[src/rtl/core/pptt_pkg.sv]
package pptt_pkg;

  // Field and register widths.
  localparam int unsigned TEXT_W        = 8;
  localparam int unsigned PAGE_SIZE_W   = 21;
  localparam int unsigned KB_W          = 32;
  localparam int unsigned KB_SHIFT      = 10;
  localparam int unsigned TOTAL_PAGES_W = 32;
  localparam int unsigned TOTAL_W_DEF   = 32;

  // Reset value of the page size register.
  localparam logic [PAGE_SIZE_W-1:0] PAGE_SIZE_RST = PAGE_SIZE_W'(4096);

  // Characters the parser looks for.
  localparam logic [TEXT_W-1:0] CH_P       = 8'h50;
  localparam logic [TEXT_W-1:0] CH_R       = 8'h72;
  localparam logic [TEXT_W-1:0] CH_I       = 8'h69;
  localparam logic [TEXT_W-1:0] CH_NEWLINE = 8'h0A;
  localparam logic [TEXT_W-1:0] CH_ZERO    = 8'h30;
  localparam logic [TEXT_W-1:0] CH_NINE    = 8'h39;

  // Line parser phases.
  typedef enum logic [2:0] {
    PH_LINE_START = 3'd0,
    PH_SKIP_LINE  = 3'd1,
    PH_SAW_P      = 3'd2,
    PH_SAW_PR     = 3'd3,
    PH_PRIVATE    = 3'd4,
    PH_SIZE       = 3'd5
  } phase_t;

  // Sequencer states around the shared divider.
  typedef enum logic [1:0] {
    SEQ_IDLE = 2'd0,
    SEQ_DIV  = 2'd1,
    SEQ_ADD  = 2'd2
  } seq_t;

  // Control decoded from the sequencer state.
  typedef struct packed {
    logic idle;
    logic div_step;
    logic add_step;
  } seq_ctrl_t;

endpackage

[src/rtl/core/private_page_text_tally.sv]
// Channel | Direction | Ports                                      | Beat
// --------+-----------+--------------------------------------------+--------------------------
// in      | input     | in_valid, in_stall, in_text_byte, in_restart | one text byte
// out     | output    | out_valid, out_stall, out_total_pages,     | one result per input beat
//         |           | out_number_closed                          |
// cfg     | input     | cfg_wr_en, cfg_wr_data                     | page size write
//
// A byte that does not end a number has its result registered directly. A byte that
// ends a number starts the restoring divider, which retires one quotient bit per
// cycle; then the add step adds the rounded quotient to the total.
// Synchronous active-low reset sets the line start phase, clears the counts and
// loads a page size of 4096. A stalled result holds in the output register; the
// input is stalled during the divide and add steps or while a held result blocks the next.
module private_page_text_tally #(
  parameter int unsigned TOTAL_WIDTH = pptt_pkg::TOTAL_W_DEF
) (
  input  logic                                 clk,
  input  logic                                 rst_n,
  input  logic                                 cfg_wr_en,
  input  logic [pptt_pkg::PAGE_SIZE_W-1:0]     cfg_wr_data,
  input  logic                                 in_valid,
  output logic                                 in_stall,
  input  logic [pptt_pkg::TEXT_W-1:0]          in_text_byte,
  input  logic                                 in_restart,
  output logic                                 out_valid,
  input  logic                                 out_stall,
  output logic [pptt_pkg::TOTAL_PAGES_W-1:0]   out_total_pages,
  output logic                                 out_number_closed
);
  import pptt_pkg::*;

  localparam int unsigned QW    = KB_W + KB_SHIFT;
  localparam int unsigned BW    = QW + 1;
  localparam int unsigned SW    = ((TOTAL_WIDTH > BW) ? TOTAL_WIDTH : BW) + 1;
  localparam int unsigned CNT_W = $clog2(QW);
  localparam int unsigned RW    = PAGE_SIZE_W;

  logic [PAGE_SIZE_W-1:0]   page_size_r;
  phase_t                   phase_r, phase_nxt;
  logic [KB_W-1:0]          kb_r, kb_nxt;
  logic [TOTAL_WIDTH-1:0]   total_r, total_nxt;
  seq_t                     seq_r, seq_nxt;
  seq_ctrl_t                ctrl;
  logic [CNT_W-1:0]         cnt_r, cnt_nxt;
  logic [QW-1:0]            quo_r, quo_nxt;
  logic [RW-1:0]            rem_r, rem_nxt;
  logic                     out_valid_r, out_valid_nxt;
  logic [TOTAL_PAGES_W-1:0] out_total_r, out_total_nxt;
  logic                     out_closed_r, out_closed_nxt;

  logic                     out_free;
  logic                     in_fire;
  logic                     is_digit;
  logic [3:0]               digit_val;
  phase_t                   phase_eff;
  logic [KB_W-1:0]          kb_eff;
  logic [TOTAL_WIDTH-1:0]   total_eff;
  logic [KB_W+3:0]          kb_acc;
  logic [KB_W-1:0]          kb_digit;
  logic                     closes;
  logic [PAGE_SIZE_W-1:0]   ps_eff;
  logic [RW:0]              rem_shift;
  logic [RW:0]              rem_trial;
  logic                     rem_ge;
  logic [BW-1:0]            blocks;
  logic [SW-1:0]            sum;
  logic [TOTAL_WIDTH-1:0]   sum_sat;
  logic [TOTAL_WIDTH+TOTAL_PAGES_W-1:0] total_ext;
  logic [TOTAL_WIDTH+TOTAL_PAGES_W-1:0] sum_ext;

  // Handshakes.
  assign out_free  = !out_valid_r || !out_stall;
  assign in_stall  = !ctrl.idle || !out_free;
  assign in_fire   = in_valid && !in_stall;
  assign out_valid         = out_valid_r;
  assign out_total_pages   = out_total_r;
  assign out_number_closed = out_closed_r;

  // Restart clears the parser and totals before the byte is handled.
  assign phase_eff = in_restart ? PH_LINE_START : phase_r;
  assign kb_eff    = in_restart ? '0 : kb_r;
  assign total_eff = in_restart ? '0 : total_r;

  // Digit decode and saturating decimal accumulate (value * 10 + digit).
  assign is_digit  = (in_text_byte >= CH_ZERO) && (in_text_byte <= CH_NINE);
  assign digit_val = 4'(in_text_byte - CH_ZERO);
  assign kb_acc    = ({4'b0, kb_eff} << 3) + ({4'b0, kb_eff} << 1)
                     + {{(KB_W){1'b0}}, digit_val};
  assign kb_digit  = (kb_acc[KB_W+3:KB_W] != 4'b0) ? '1 : kb_acc[KB_W-1:0];

  // Line parser: next phase and kilobyte value for the incoming byte.
  always_comb begin
    phase_nxt = phase_r;
    kb_nxt    = kb_r;
    closes    = 1'b0;
    if (in_fire) begin
      kb_nxt = kb_eff;
      unique case (phase_eff)
        PH_LINE_START: begin
          phase_nxt = (in_text_byte == CH_P) ? PH_SAW_P : PH_SKIP_LINE;
        end
        PH_SAW_P: begin
          phase_nxt = (in_text_byte == CH_R) ? PH_SAW_PR : PH_SKIP_LINE;
        end
        PH_SAW_PR: begin
          phase_nxt = (in_text_byte == CH_I) ? PH_PRIVATE : PH_SKIP_LINE;
        end
        PH_PRIVATE: begin
          if (is_digit) begin
            kb_nxt    = KB_W'(digit_val);
            phase_nxt = PH_SIZE;
          end else if (in_text_byte == CH_NEWLINE) begin
            phase_nxt = PH_LINE_START;
          end else begin
            phase_nxt = PH_PRIVATE;
          end
        end
        PH_SIZE: begin
          if (is_digit) begin
            kb_nxt    = kb_digit;
            phase_nxt = PH_SIZE;
          end else begin
            closes    = 1'b1;
            phase_nxt = (in_text_byte == CH_NEWLINE) ? PH_LINE_START : PH_SKIP_LINE;
          end
        end
        default: begin
          phase_nxt = (in_text_byte == CH_NEWLINE) ? PH_LINE_START : PH_SKIP_LINE;
        end
      endcase
    end else if (ctrl.add_step && out_free) begin
      // The closed number is consumed once its pages are added.
      kb_nxt = '0;
    end
  end

  // Sequencer next state.
  always_comb begin
    seq_nxt = seq_r;
    unique case (seq_r)
      SEQ_IDLE: if (in_fire && closes) seq_nxt = SEQ_DIV;
      SEQ_DIV:  if (cnt_r == CNT_W'(QW - 1)) seq_nxt = SEQ_ADD;
      SEQ_ADD:  if (out_free) seq_nxt = SEQ_IDLE;
      default:  seq_nxt = SEQ_IDLE;
    endcase
  end

  // Sequencer outputs.
  always_comb begin
    ctrl = '0;
    unique case (seq_r)
      SEQ_IDLE: ctrl.idle     = 1'b1;
      SEQ_DIV:  ctrl.div_step = 1'b1;
      SEQ_ADD:  ctrl.add_step = 1'b1;
      default:  ctrl.idle     = 1'b1;
    endcase
  end

  // Shared restoring divider step: one quotient bit per cycle.
  assign ps_eff    = (page_size_r == '0) ? PAGE_SIZE_W'(1) : page_size_r;
  assign rem_shift = {rem_r, quo_r[QW-1]};
  assign rem_trial = rem_shift - {1'b0, ps_eff};
  assign rem_ge    = rem_shift >= {1'b0, ps_eff};

  always_comb begin
    cnt_nxt = cnt_r;
    quo_nxt = quo_r;
    rem_nxt = rem_r;
    if (in_fire && closes) begin
      cnt_nxt = '0;
      quo_nxt = {kb_eff, {(KB_SHIFT){1'b0}}};
      rem_nxt = '0;
    end else if (ctrl.div_step) begin
      cnt_nxt = cnt_r + CNT_W'(1);
      quo_nxt = {quo_r[QW-2:0], rem_ge};
      rem_nxt = rem_ge ? rem_trial[RW-1:0] : rem_shift[RW-1:0];
    end
  end

  // Rounded-up quotient and saturating total.
  assign blocks  = {1'b0, quo_r} + {{(BW-1){1'b0}}, (rem_r != '0)};
  assign sum     = SW'(total_r) + SW'(blocks);
  assign sum_sat = (sum[SW-1:TOTAL_WIDTH] != '0) ? '1 : sum[TOTAL_WIDTH-1:0];
  assign total_ext = {{(TOTAL_PAGES_W){1'b0}}, total_eff};
  assign sum_ext   = {{(TOTAL_PAGES_W){1'b0}}, sum_sat};

  always_comb begin
    total_nxt = total_r;
    if (in_fire) begin
      total_nxt = total_eff;
    end else if (ctrl.add_step && out_free) begin
      total_nxt = sum_sat;
    end
  end

  // Output register: filled at once for plain bytes, after the add otherwise.
  always_comb begin
    out_valid_nxt  = out_valid_r && out_stall;
    out_total_nxt  = out_total_r;
    out_closed_nxt = out_closed_r;
    if (in_fire && !closes) begin
      out_valid_nxt  = 1'b1;
      out_total_nxt  = total_ext[TOTAL_PAGES_W-1:0];
      out_closed_nxt = 1'b0;
    end else if (ctrl.add_step && out_free) begin
      out_valid_nxt  = 1'b1;
      out_total_nxt  = sum_ext[TOTAL_PAGES_W-1:0];
      out_closed_nxt = 1'b1;
    end
  end

  // Control registers.
  always_ff @(posedge clk) begin
    if (!rst_n) begin
      page_size_r <= PAGE_SIZE_RST;
      phase_r     <= PH_LINE_START;
      kb_r        <= '0;
      total_r     <= '0;
      seq_r       <= SEQ_IDLE;
      cnt_r       <= '0;
      out_valid_r <= 1'b0;
    end else begin
      if (cfg_wr_en) begin
        page_size_r <= cfg_wr_data;
      end
      phase_r     <= phase_nxt;
      kb_r        <= kb_nxt;
      total_r     <= total_nxt;
      seq_r       <= seq_nxt;
      cnt_r       <= cnt_nxt;
      out_valid_r <= out_valid_nxt;
    end
  end

  // Payload registers.
  always_ff @(posedge clk) begin
    quo_r        <= quo_nxt;
    rem_r        <= rem_nxt;
    out_total_r  <= out_total_nxt;
    out_closed_r <= out_closed_nxt;
  end

endmodule

[config.mk]
export PLATFORM = sky130hd
export DESIGN_NAME = private_page_text_tally
export DESIGN_NICKNAME = d
export VERILOG_FILES = /design/src/rtl/core/pptt_pkg.sv /design/src/rtl/core/private_page_text_tally.sv
export SDC_FILE = /design/constraint.sdc
export NUM_CORES = 1
export LEC_CHECK = 0
export ABC_CLOCK_PERIOD_IN_PS = 6280
export BUFFER_PORTS_ARGS = -buffer_cell sky130_fd_sc_hd__buf_2
export CAP_MARGIN = 0
export CORE_MARGIN = 4
export CORE_UTILIZATION = 31
export CTS_CLUSTER_SIZE = 20
export DETAILED_ROUTE_END_ITERATION = 7
export GPL_TIMING_DRIVEN = 0
export MAX_ROUTING_LAYER = met4
export PLACE_DENSITY_LB_ADDON = 0.2
export SETUP_SLACK_MARGIN = 0.4
export SLEW_MARGIN = 10
export SYNTH_ARGS = -nofsm -noshare
export SYNTH_HDL_FRONTEND = slang
export SYNTH_SLANG_ARGS = --single-unit
[constraint.sdc]
create_clock -name clk -period 6.28 [get_ports clk]
set_clock_uncertainty 0.15 [all_clocks]
set_input_delay 1.256 -clock clk [delete_from_list [all_inputs] [get_ports clk]]
set_output_delay 1.256 -clock clk [all_outputs]
set_load 0.01 [all_outputs]
==> impl_metrics.toml, run 1 <==
[status]
status = "finished clean"

[min_path]
holdCritPathClass = "register to register"

[synthesis]
async_flop_share_pct = 0
synth-edff-count = 64
synth_nets = 1815
synth_cell_types = 70
yosys_warnings = 0
yosysSeqAreaShare_pct = 32.5
syn_avg_cell_area_um2 = 8.37
synth_ff_type = "dfxtp_1"
synth_cells = 1655
synth_area_mm2 = 0.0138
synth_seq_cells = 193

[timing]
drv_slew = 0
tightest_slew_ns = 1.21
max_slew_margin_pct = 18.9
setup_slack_ns = 0.718
setup_viol = 0
timing.fmax_ghz = 0.180
hold_viol = 0
grt_setup_unrepaired = "no"
fin_crit_ns = 5.56
fin_setup_tns_ns = 0
fin_crit_sh_pct = 88.6

[clock_network]
cts_resized = 2
htree_num_levels = 4
cts_tree = "yes"
clk_pin_slew_ns = 0.07
numCtsBuffers = 17
insertion_delay_ns = 0.46
clkSinkCount = 193
cts_setup_buffers = 0
root_buffer = "clkbuf_16"
cts_max_path_buffers = 2
holdBufCountCts = 0

[floorplanning]
die_x_um = 219
ios = 70
core_mm2 = 0.0442
start_util_pct = 31.3
die_h_um = 219
rows = 77
die_area_mm2 = 0.0481

[setup_path]
crit_fanout = 10
slowest_delay_ns = 0.45
critPathArrivalTime_ns = 5.76
setup.worst_path.start_class = "input port"
cpMaxStageDelayCell = "a311oi_1"
crit_chain = "buf_2 -> clkbuf_2 -> clkbuf_4 -> nor2b_1 -> ha_1 -> ha_1 -> a41oi_1 -> o21ai_0 -> a311oi_1 -> a2111o_1 -> a21oi_2 -> a41oi_1 -> xnor2_1 -> nand4_1 -> buf_2 -> buf_2 -> o31ai_1 -> nand2_1"
crit_top_cell = "buf_2"
crit_type = "input port to register"
endpoint_kind = "register"
crit_required_ns = 6.48

[cells_and_area]
regArea_mm2 = 0.00450
final_common_cell = "nand2_1"
multi_input_comb_area_mm2 = 0.00878
layout_common_cells = "nand2_1, a21oi_1, dfxtp_1"
fillers = 4592
area_growth_pct = 12.0
nNetsFinal = 1900
finalInstanceArea_mm2 = 0.0155
layout-drive-gt1-share_pct = 7.64

[pwr]
cellPowerDensity_mw_per_mm2 = 169
leakage_nw = 6.65
vdd_drop_max_mv = 0.181

[global_route]
overflow = 0
grtUsageTotal_pct = 17.5
grt_max_degree = 33
antenna_found_initial = 1
grt_pass1_vias = 11900
grt_first_pass_wirelength_um = 65800

[place]
port_buffers = 65
gp_congestion = 0.885
post_dp_cell_area_mm2 = 0.0149
pre_cts_slack_ns = -0.171
dp_hpwl_um = 32800

[detailed_routing]
dr.pass1.iters = 5
drtIter0Drc = 932
route.detailed.drc = 0
vias_per_cell = 5.36
dr_total_vias = 12600
wl_um = 41700
postRouteAntennaNets = 0
avgRoutedWirePerCell_um = 17.8

[run]
drv_cap = 0
-- cells in the mapped netlist (all sizes together) (14+ instances only) --
master | number | area share [%]
a211oi | 26 | 1.4
nor3 | 28 | 1.0
o21ai | 100 | 3.6
nor2 | 118 | 3.2
o31ai | 14 | 0.76
edfxtp | 64 | 14
a221o | 36 | 2.6
a21oi | 137 | 5.0
ha | 121 | 11
nor2b | 59 | 2.7
nand4 | 26 | 1.2
a31oi | 24 | 1.1
xor2 | 31 | 2.0
and3 | 26 | 1.2
mux2i | 35 | 2.5
xnor2 | 44 | 2.8
dfxtp | 129 | 19
o21a | 17 | 0.92
clkbuf | 80 | 2.2
buf | 15 | 0.48
nand3 | 44 | 1.6
nand2 | 193 | 5.2
a2bb2oi | 32 | 2.0
inv | 61 | 1.7
a21o | 44 | 2.4
-- sequential cells by signal (all words and copies together), names as in the netlist --
| signal | count |
|---|---|
| quo_r | 42 |
| kb_r | 32 |
| out_total_pages | 32 |
| total_r | 32 |
| page_size_r | 21 |
| rem_r | 21 |
| cnt_r | 6 |
| phase_r | 3 |
| seq_r | 2 |
| out_number_closed | 1 |
| out_valid | 1 |
-- layer usage --
| layer | vias to the layer above | wire length (um) | track usage (%) |
|---|---|---|---|
| li1 | 6285 | - | - |
| met1 | 6032 | 21200 | 25.1 |
| met3 | 23 | 1560 | 2.13 |
| met2 | 227 | 18600 | 26.8 |
| met5 | - | 0 | - |
| met4 | 0 | 402 | 3.27 |
-- worst max-delay path: cells and delay by family --
family | cells | cell delay (ns)
compound gates | 7 | 1.82
simple gates | 3 | 0.66
buf+inv | 5 | 1.13
xor+xnor | 1 | 0.15
fa+ha+maj | 2 | 0.70
-- cell type report --
type | count | share of cell area [%]
antenna | 1 | 0.0161
buffer | 95 | 2.42
clock buffer | 19 | 2.86
clock inverter | 13 | 0.573
inverter | 61 | 1.48
multi-input combinational | 1306 | 56.6
sequential | 193 | 29.0
tap | 592 | 4.77
timing repair buffer | 66 | 2.23
-- kinds of logic after synthesis --
logic type                 share of synthesized area, %
buffers and inverters                              4.31
DFF                                                32.5
adders and majority gates                          11.5
AOI/OAI and AO/OA                                  25.3
xor gates and xnor gates                           4.74
and+or+nand+nor                                    18.9
muxes                                              2.69
-- power by group --
part | switching (mW) | leakage (nW) | internal, mW
logic | 0.170 | 4.80 | 0.0995
clock network | 0.507 | 0.244 | 0.515
registers | 0.0131 | 1.60 | 1.32
total | 0.689 | 6.65 | 1.93
-- per-stage QoR --
stage                     hold WS [ns]  power (mW)  instances  util (%)
final                            0.287        2.62       2346      35.1
after global placement           0.274        1.62       2312      33.7
after CTS                        0.286        2.64       2345      35.0
after detailed placement         0.273        1.62       2313      33.8
after global routing             0.323        2.72       2346      35.1
after floorplan                  0.258        1.54       1655         -
-- worst paths after layout --
path / end / startpoint / slack, ns / depth (start not counted)
max reg2reg: out_total_pages[0] / rem_r[10] / 0.98 / 17
max: kb_r[1] / in_restart / 0.72 / 18
min: kb_r[29] / kb_r[29] / 0.29 / 2
min reg2reg: kb_r[29] / kb_r[29] / 0.29 / 2
Power figures use the tool's default switching activity.
==> run 2: changes to the inputs <==
--- a/config.mk
+++ b/config.mk
@@ -5,6 +5,7 @@
 export SDC_FILE = /design/constraint.sdc
 export NUM_CORES = 1
 export LEC_CHECK = 0
+export ABC_AREA = 1
 export ABC_CLOCK_PERIOD_IN_PS = 6280
 export BUFFER_PORTS_ARGS = -buffer_cell sky130_fd_sc_hd__buf_2
 export CAP_MARGIN = 0
==> impl_metrics.toml, run 2 <==
[synthesis]
synth.area.top_cells = "nand2_1, dfxtp_1, edfxtp_1, ha_1, inv_1"
synth_nets = 2470
synth_ff_type = "dfxtp_1"
ys_top_cells_by_count = "nand2_1, inv_1, a21oi_1, nor2_1, dfxtp_1"
yosys_warnings = 0
synth_cell_types = 52
yosysSeqAreaShare_pct = 29.4
synth_cells = 2310
yosys.area.top_type = "nand2_1"
synth_most_common_cell = "nand2_1"
synth_area_mm2 = 0.0153
syn_avg_cell_area_um2 = 6.62
synth-edff-count = 64
yosysTopAreaCellShare_pct = 19.6
async_flop_share_pct = 0
synth_seq_cells = 193

[setup_path]
crit_type = "input port to register"
crit_top_cell = "nand2_1"
r2r_end = "out_total_pages[0]"
endpoint_kind = "register"
crit_fanout = 10
crit_required_ns = 6.46
setup.worst_path.start_class = "input port"
cpMaxStageDelayCell = "clkbuf_1"
reg2reg_from = "rem_r[12]"
reg2reg_depth = 23
slowest_delay_ns = 0.49
reg2reg_setup_slack_ns = 2.10
critPathArrivalTime_ns = 5.43

[clock_network]
root_buffer = "clkbuf_16"
clkSinkCount = 193
holdBufCountCts = 0
clk_pin_slew_ns = 0.07
cts_tree = "yes"
numCtsBuffers = 17
cts_max_path_buffers = 2
htree_num_levels = 4
cts_setup_buffers = 0
insertion_delay_ns = 0.48

[detailed_routing]
route.detailed.drc = 0
postRouteAntennaNets = 0
vias_per_cell = 4.79
dr.pass1.iters = 5
avgRoutedWirePerCell_um = 15.8
dr_total_vias = 14700
drtIter0Drc = 914
wl_um = 48500

[min_path]
min_to = "kb_r[9]"
holdCritPathClass = "register to register"
min_path_cells = 2
hp-start = "kb_r[9]"

[cells_and_area]
layout_common_cells = "nand2_1, inv_1, a21oi_1"
diodes = 0
final_common_cell = "nand2_1"
area_growth_pct = 11.8
stdcell_count = 3076
largest_register_ffs = 42
layout-drive-gt1-share_pct = 7.88
nNetsFinal = 2559
regMostFlops = "quo_r"

[global_route]
overflow = 0
grt-busiest-layer = "met2"
grt_pass1_vias = 14300
use_met3_pct = 2.37
grt_first_pass_wirelength_um = 77400
grt_max_degree = 37
antenna_found_initial = 0
grtUsageTotal_pct = 18.8
grt_util_met1_pct = 25.3
globalRouteMet2Util_pct = 29.7

[timing]
hold_viol = 0
max_slew_margin_pct = 41.8
tightest_slew_ns = 0.871
grt_setup_unrepaired = "no"
fin_crit_sh_pct = 83.5
timing.fmax_ghz = 0.191
setup_viol = 0
fin_setup_tns_ns = 0
drv_slew = 0
fin_crit_ns = 5.24
timing.hold.ws_ns = 0.316

[pwr]
leakage_nw = 8.74
vdd_drop_max_mv = 0.195
power_mw = 2.98
cellPowerDensity_mw_per_mm2 = 174

[place]
port_buffers = 69
dp_cells = 3044
dp_hpwl_um = 40100
gp_congestion = 0.911

[floorplanning]
start_util_pct = 31.3
core_mm2 = 0.0488
die_h_um = 230
ios = 70
rows = 81
die_x_um = 230
die_area_mm2 = 0.0530

[status]
status = "finished clean"

[run]
drv_cap = 0
run 2: logic make-up (layout without fill, tap and decap cells):
family,after synthesis,after routing,share of synthesized area [%]
buffers and inverters,378,480,9.76
AND/OR/NAND/NOR,1170,1170,32.8
XOR/XNOR,74,74,4.24
adder cells (fa/ha/maj),125,125,10.4
flip-flops,193,193,29.4
AO/OA/AOI/OAI,370,370,13.4
run 2: power by group:
part / internal, mW / switching (mW) / total (mW)
clock: 0.568 / 0.566 / 1.13
combinational: 0.170 / 0.316 / 0.486
sequential: 1.33 / 0.0291 / 1.36
run 2: worst max-delay path by stage:
stage / end / from
after global placement: kb_r[26] / in_restart
after global routing: kb_r[26] / in_restart
after detailed placement: kb_r[26] / in_restart
after CTS: kb_r[26] / in_restart
final: kb_r[26] / in_restart
after floorplan: kb_r[16] / in_restart
run 2: critical path: cells and delay by family:
family                     cells  cell delay, ns
and+or+nand+nor               12            1.30
adders and majority gates      2            0.60
buffers and inverters          9            1.86
AOI/OAI and AO/OA              3            0.39
run 2: metal layers:
layer	wire length [um]	vias up	share of wire, %
met5	0	-	0
met4	1040	0	2.2
met3	1410	46	2.9
met2	22000	252	45
met1	24100	6757	50
li1	-	7667	-
run 2: area by class of cell:
class                           count  area, um2
Fill cell                        5481      31700
Multi-Input combinational cell   1739       9310
Sequential cell                   193       4500
Inverter                          310       1160
Tap cell                          664        831
Clock buffer                       20        468
Timing Repair Buffer               70        365
Buffer                             68        332
Clock inverter                     12        131
run 2: repair_timing:
item,4_1_cts,5_1_grt
endpoints found under the hold margin,0,0
endpoints found under the setup margin,0,2
resized for setup,0,3
run 2: metrics by stage:
step                      utilization (%)  instance area, um2  setup WS, ns
after global routing                 35.0               17100         0.528
after floorplan                         -               15300          1.94
after CTS                            35.0               17100         0.834
after global placement               33.7               16500         0.372
after detailed placement             33.8               16500         0.325
final                                35.0               17100          1.04
==> run 3: changes to the inputs <==
--- a/config.mk
+++ b/config.mk
@@ -6,7 +6,7 @@
 export NUM_CORES = 1
 export LEC_CHECK = 0
 export ABC_AREA = 1
-export ABC_CLOCK_PERIOD_IN_PS = 6280
+export ABC_CLOCK_PERIOD_IN_PS = 4600
 export BUFFER_PORTS_ARGS = -buffer_cell sky130_fd_sc_hd__buf_2
 export CAP_MARGIN = 0
 export CORE_MARGIN = 4
==> constraint.sdc (replaced) <==
create_clock -name clk -period 4.6 [get_ports clk]
set_clock_uncertainty 0.15 [all_clocks]
set_input_delay 0.92 -clock clk [delete_from_list [all_inputs] [get_ports clk]]
set_output_delay 0.92 -clock clk [all_outputs]
set_load 0.01 [all_outputs]
==> impl_metrics.toml, run 3 (same netlist as run 2, synthesis figures left out) <==
[detailed_routing]
postRouteAntennaNets = 0
wl_um = 48900
route.detailed.drc = 0
vias_per_cell = 4.80
dr.pass1.iters = 5
drtIter0Drc = 925
dr_total_vias = 14800
avgRoutedWirePerCell_um = 15.9

[pwr]
cellPowerDensity_mw_per_mm2 = 235
leakage_nw = 8.72
vdd_drop_max_mv = 0.265
power_mw = 4.09

[timing]
fin_setup_tns_ns = 0
timing.fmax_ghz = 0.252
setup_viol = 0
fin_crit_ns = 3.97
hold_viol = 0
drv_slew = 0
tightest_slew_ns = 0.878
grt_setup_unrepaired = "no"
setup_slack_ns = 0.629
fin_crit_sh_pct = 86.3
timing.hold.ws_ns = 0.316
max_slew_margin_pct = 41.3

[place]
gp_congestion = 0.911
post_dp_cell_area_mm2 = 0.0165
port_buffers = 69
dp_hpwl_um = 40100
dp_cells = 3044
pre_cts_slack_ns = -1.02

[clock_network]
root_buffer = "clkbuf_16"
cts_tree = "yes"
cts_max_path_buffers = 2
clkSinkCount = 193
insertion_delay_ns = 0.48
holdBufCountCts = 0
numCtsBuffers = 17
clk_pin_slew_ns = 0.08
cts_setup_buffers = 0
htree_num_levels = 4

[floorplanning]
ios = 70
rows = 81
start_util_pct = 31.3
die_area_mm2 = 0.0530
die_h_um = 230
die_x_um = 230
core_mm2 = 0.0488

[run]
drv_cap = 0

[cells_and_area]
largest_register_ffs = 42
diodes = 0
nNetsFinal = 2559
fin_util_pct = 35.6
stdcell_count = 3076
layout-drive-gt1-share_pct = 10.3
regMostFlops = "quo_r"
layout_common_cells = "nand2_1, inv_1, a21oi_1"
final_common_cell = "nand2_1"
area_growth_pct = 13.7
fillers = 5454
finalInstanceArea_mm2 = 0.0174

[setup_path]
crit_fanout = 10
crit_type = "input port to register"
crit_required_ns = 4.80
endpoint_kind = "register"
critPathArrivalTime_ns = 4.17
setup.worst_path.start_class = "input port"

[global_route]
grt_pass1_vias = 14300
grtUsageTotal_pct = 18.8
grt_first_pass_wirelength_um = 77400
grt_max_degree = 37
overflow = 0
antenna_found_initial = 0

[min_path]
holdCritPathClass = "register to register"

[status]
status = "finished clean"
[run 3: cell types whose count changed in the layout (fill, tap and decap cells not counted), sizes merged]
cell / before / now
buf: 99 / 101
clkbuf: 59 / 57
[run 3: repair_timing]
item | 4_1_cts | 5_1_grt
gates resized for setup | 17 | 64
pin swaps | 0 | 2
setup endpoints to repair | 35 | 65
[run 3: path summary, 6_finish.rpt]
kind	cells after the start	end	slack [ns]	from
max	22	kb_r[8]	0.63	in_restart
max reg2reg	23	out_total_pages[31]	0.63	rem_r[4]
min reg2reg	2	kb_r[9]	0.32	kb_r[9]
min	2	kb_r[9]	0.32	kb_r[9]
[run 3: critical path, cell delays in order]
cell	delay, ns
buf_4	0.16
inv_2	0.13
buf_12	0.16
buf_6	0.15
nand2_1	0.11
inv_2	0.14
ha_1	0.25
ha_1	0.39
nand2_1	0.17
nor3_1	0.26
nand2_1	0.12
nor2_1	0.10
nand2_1	0.10
nand3_1	0.11
nand2_1	0.05
nor2_1	0.08
nand2_1	0.09
buf_2	0.19
o21ai_0	0.25
nand2_1	0.08
nand2_1	0.07
a21oi_1	0.06
[run 3: final cells by class]
cell class	count	area, um2	share of cell area [%]
sequential	193	4500	25.9
tap	664	831	4.78
buffer	68	377	2.16
clock buffer	20	468	2.69
clock inverter	12	131	0.755
timing repair buffer	70	368	2.11
inverter	310	1160	6.69
multi-input combinational	1739	9560	54.9
[run 3: routing by layer]
layer / share of wire (%) / up-vias / global-route usage (%)
li1: - / 7676 / -
met1: 50 / 6787 / 25.3
met2: 45 / 246 / 29.7
met3: 3.0 / 47 / 2.37
met4: 2.2 / 0 / 5.33
met5: 0 / - / -
[run 3: report_power, final]
part,switching (mW),internal [mW],total [mW]
combinational,0.433,0.244,0.678
sequential,0.0429,1.82,1.86
clock,0.774,0.775,1.55
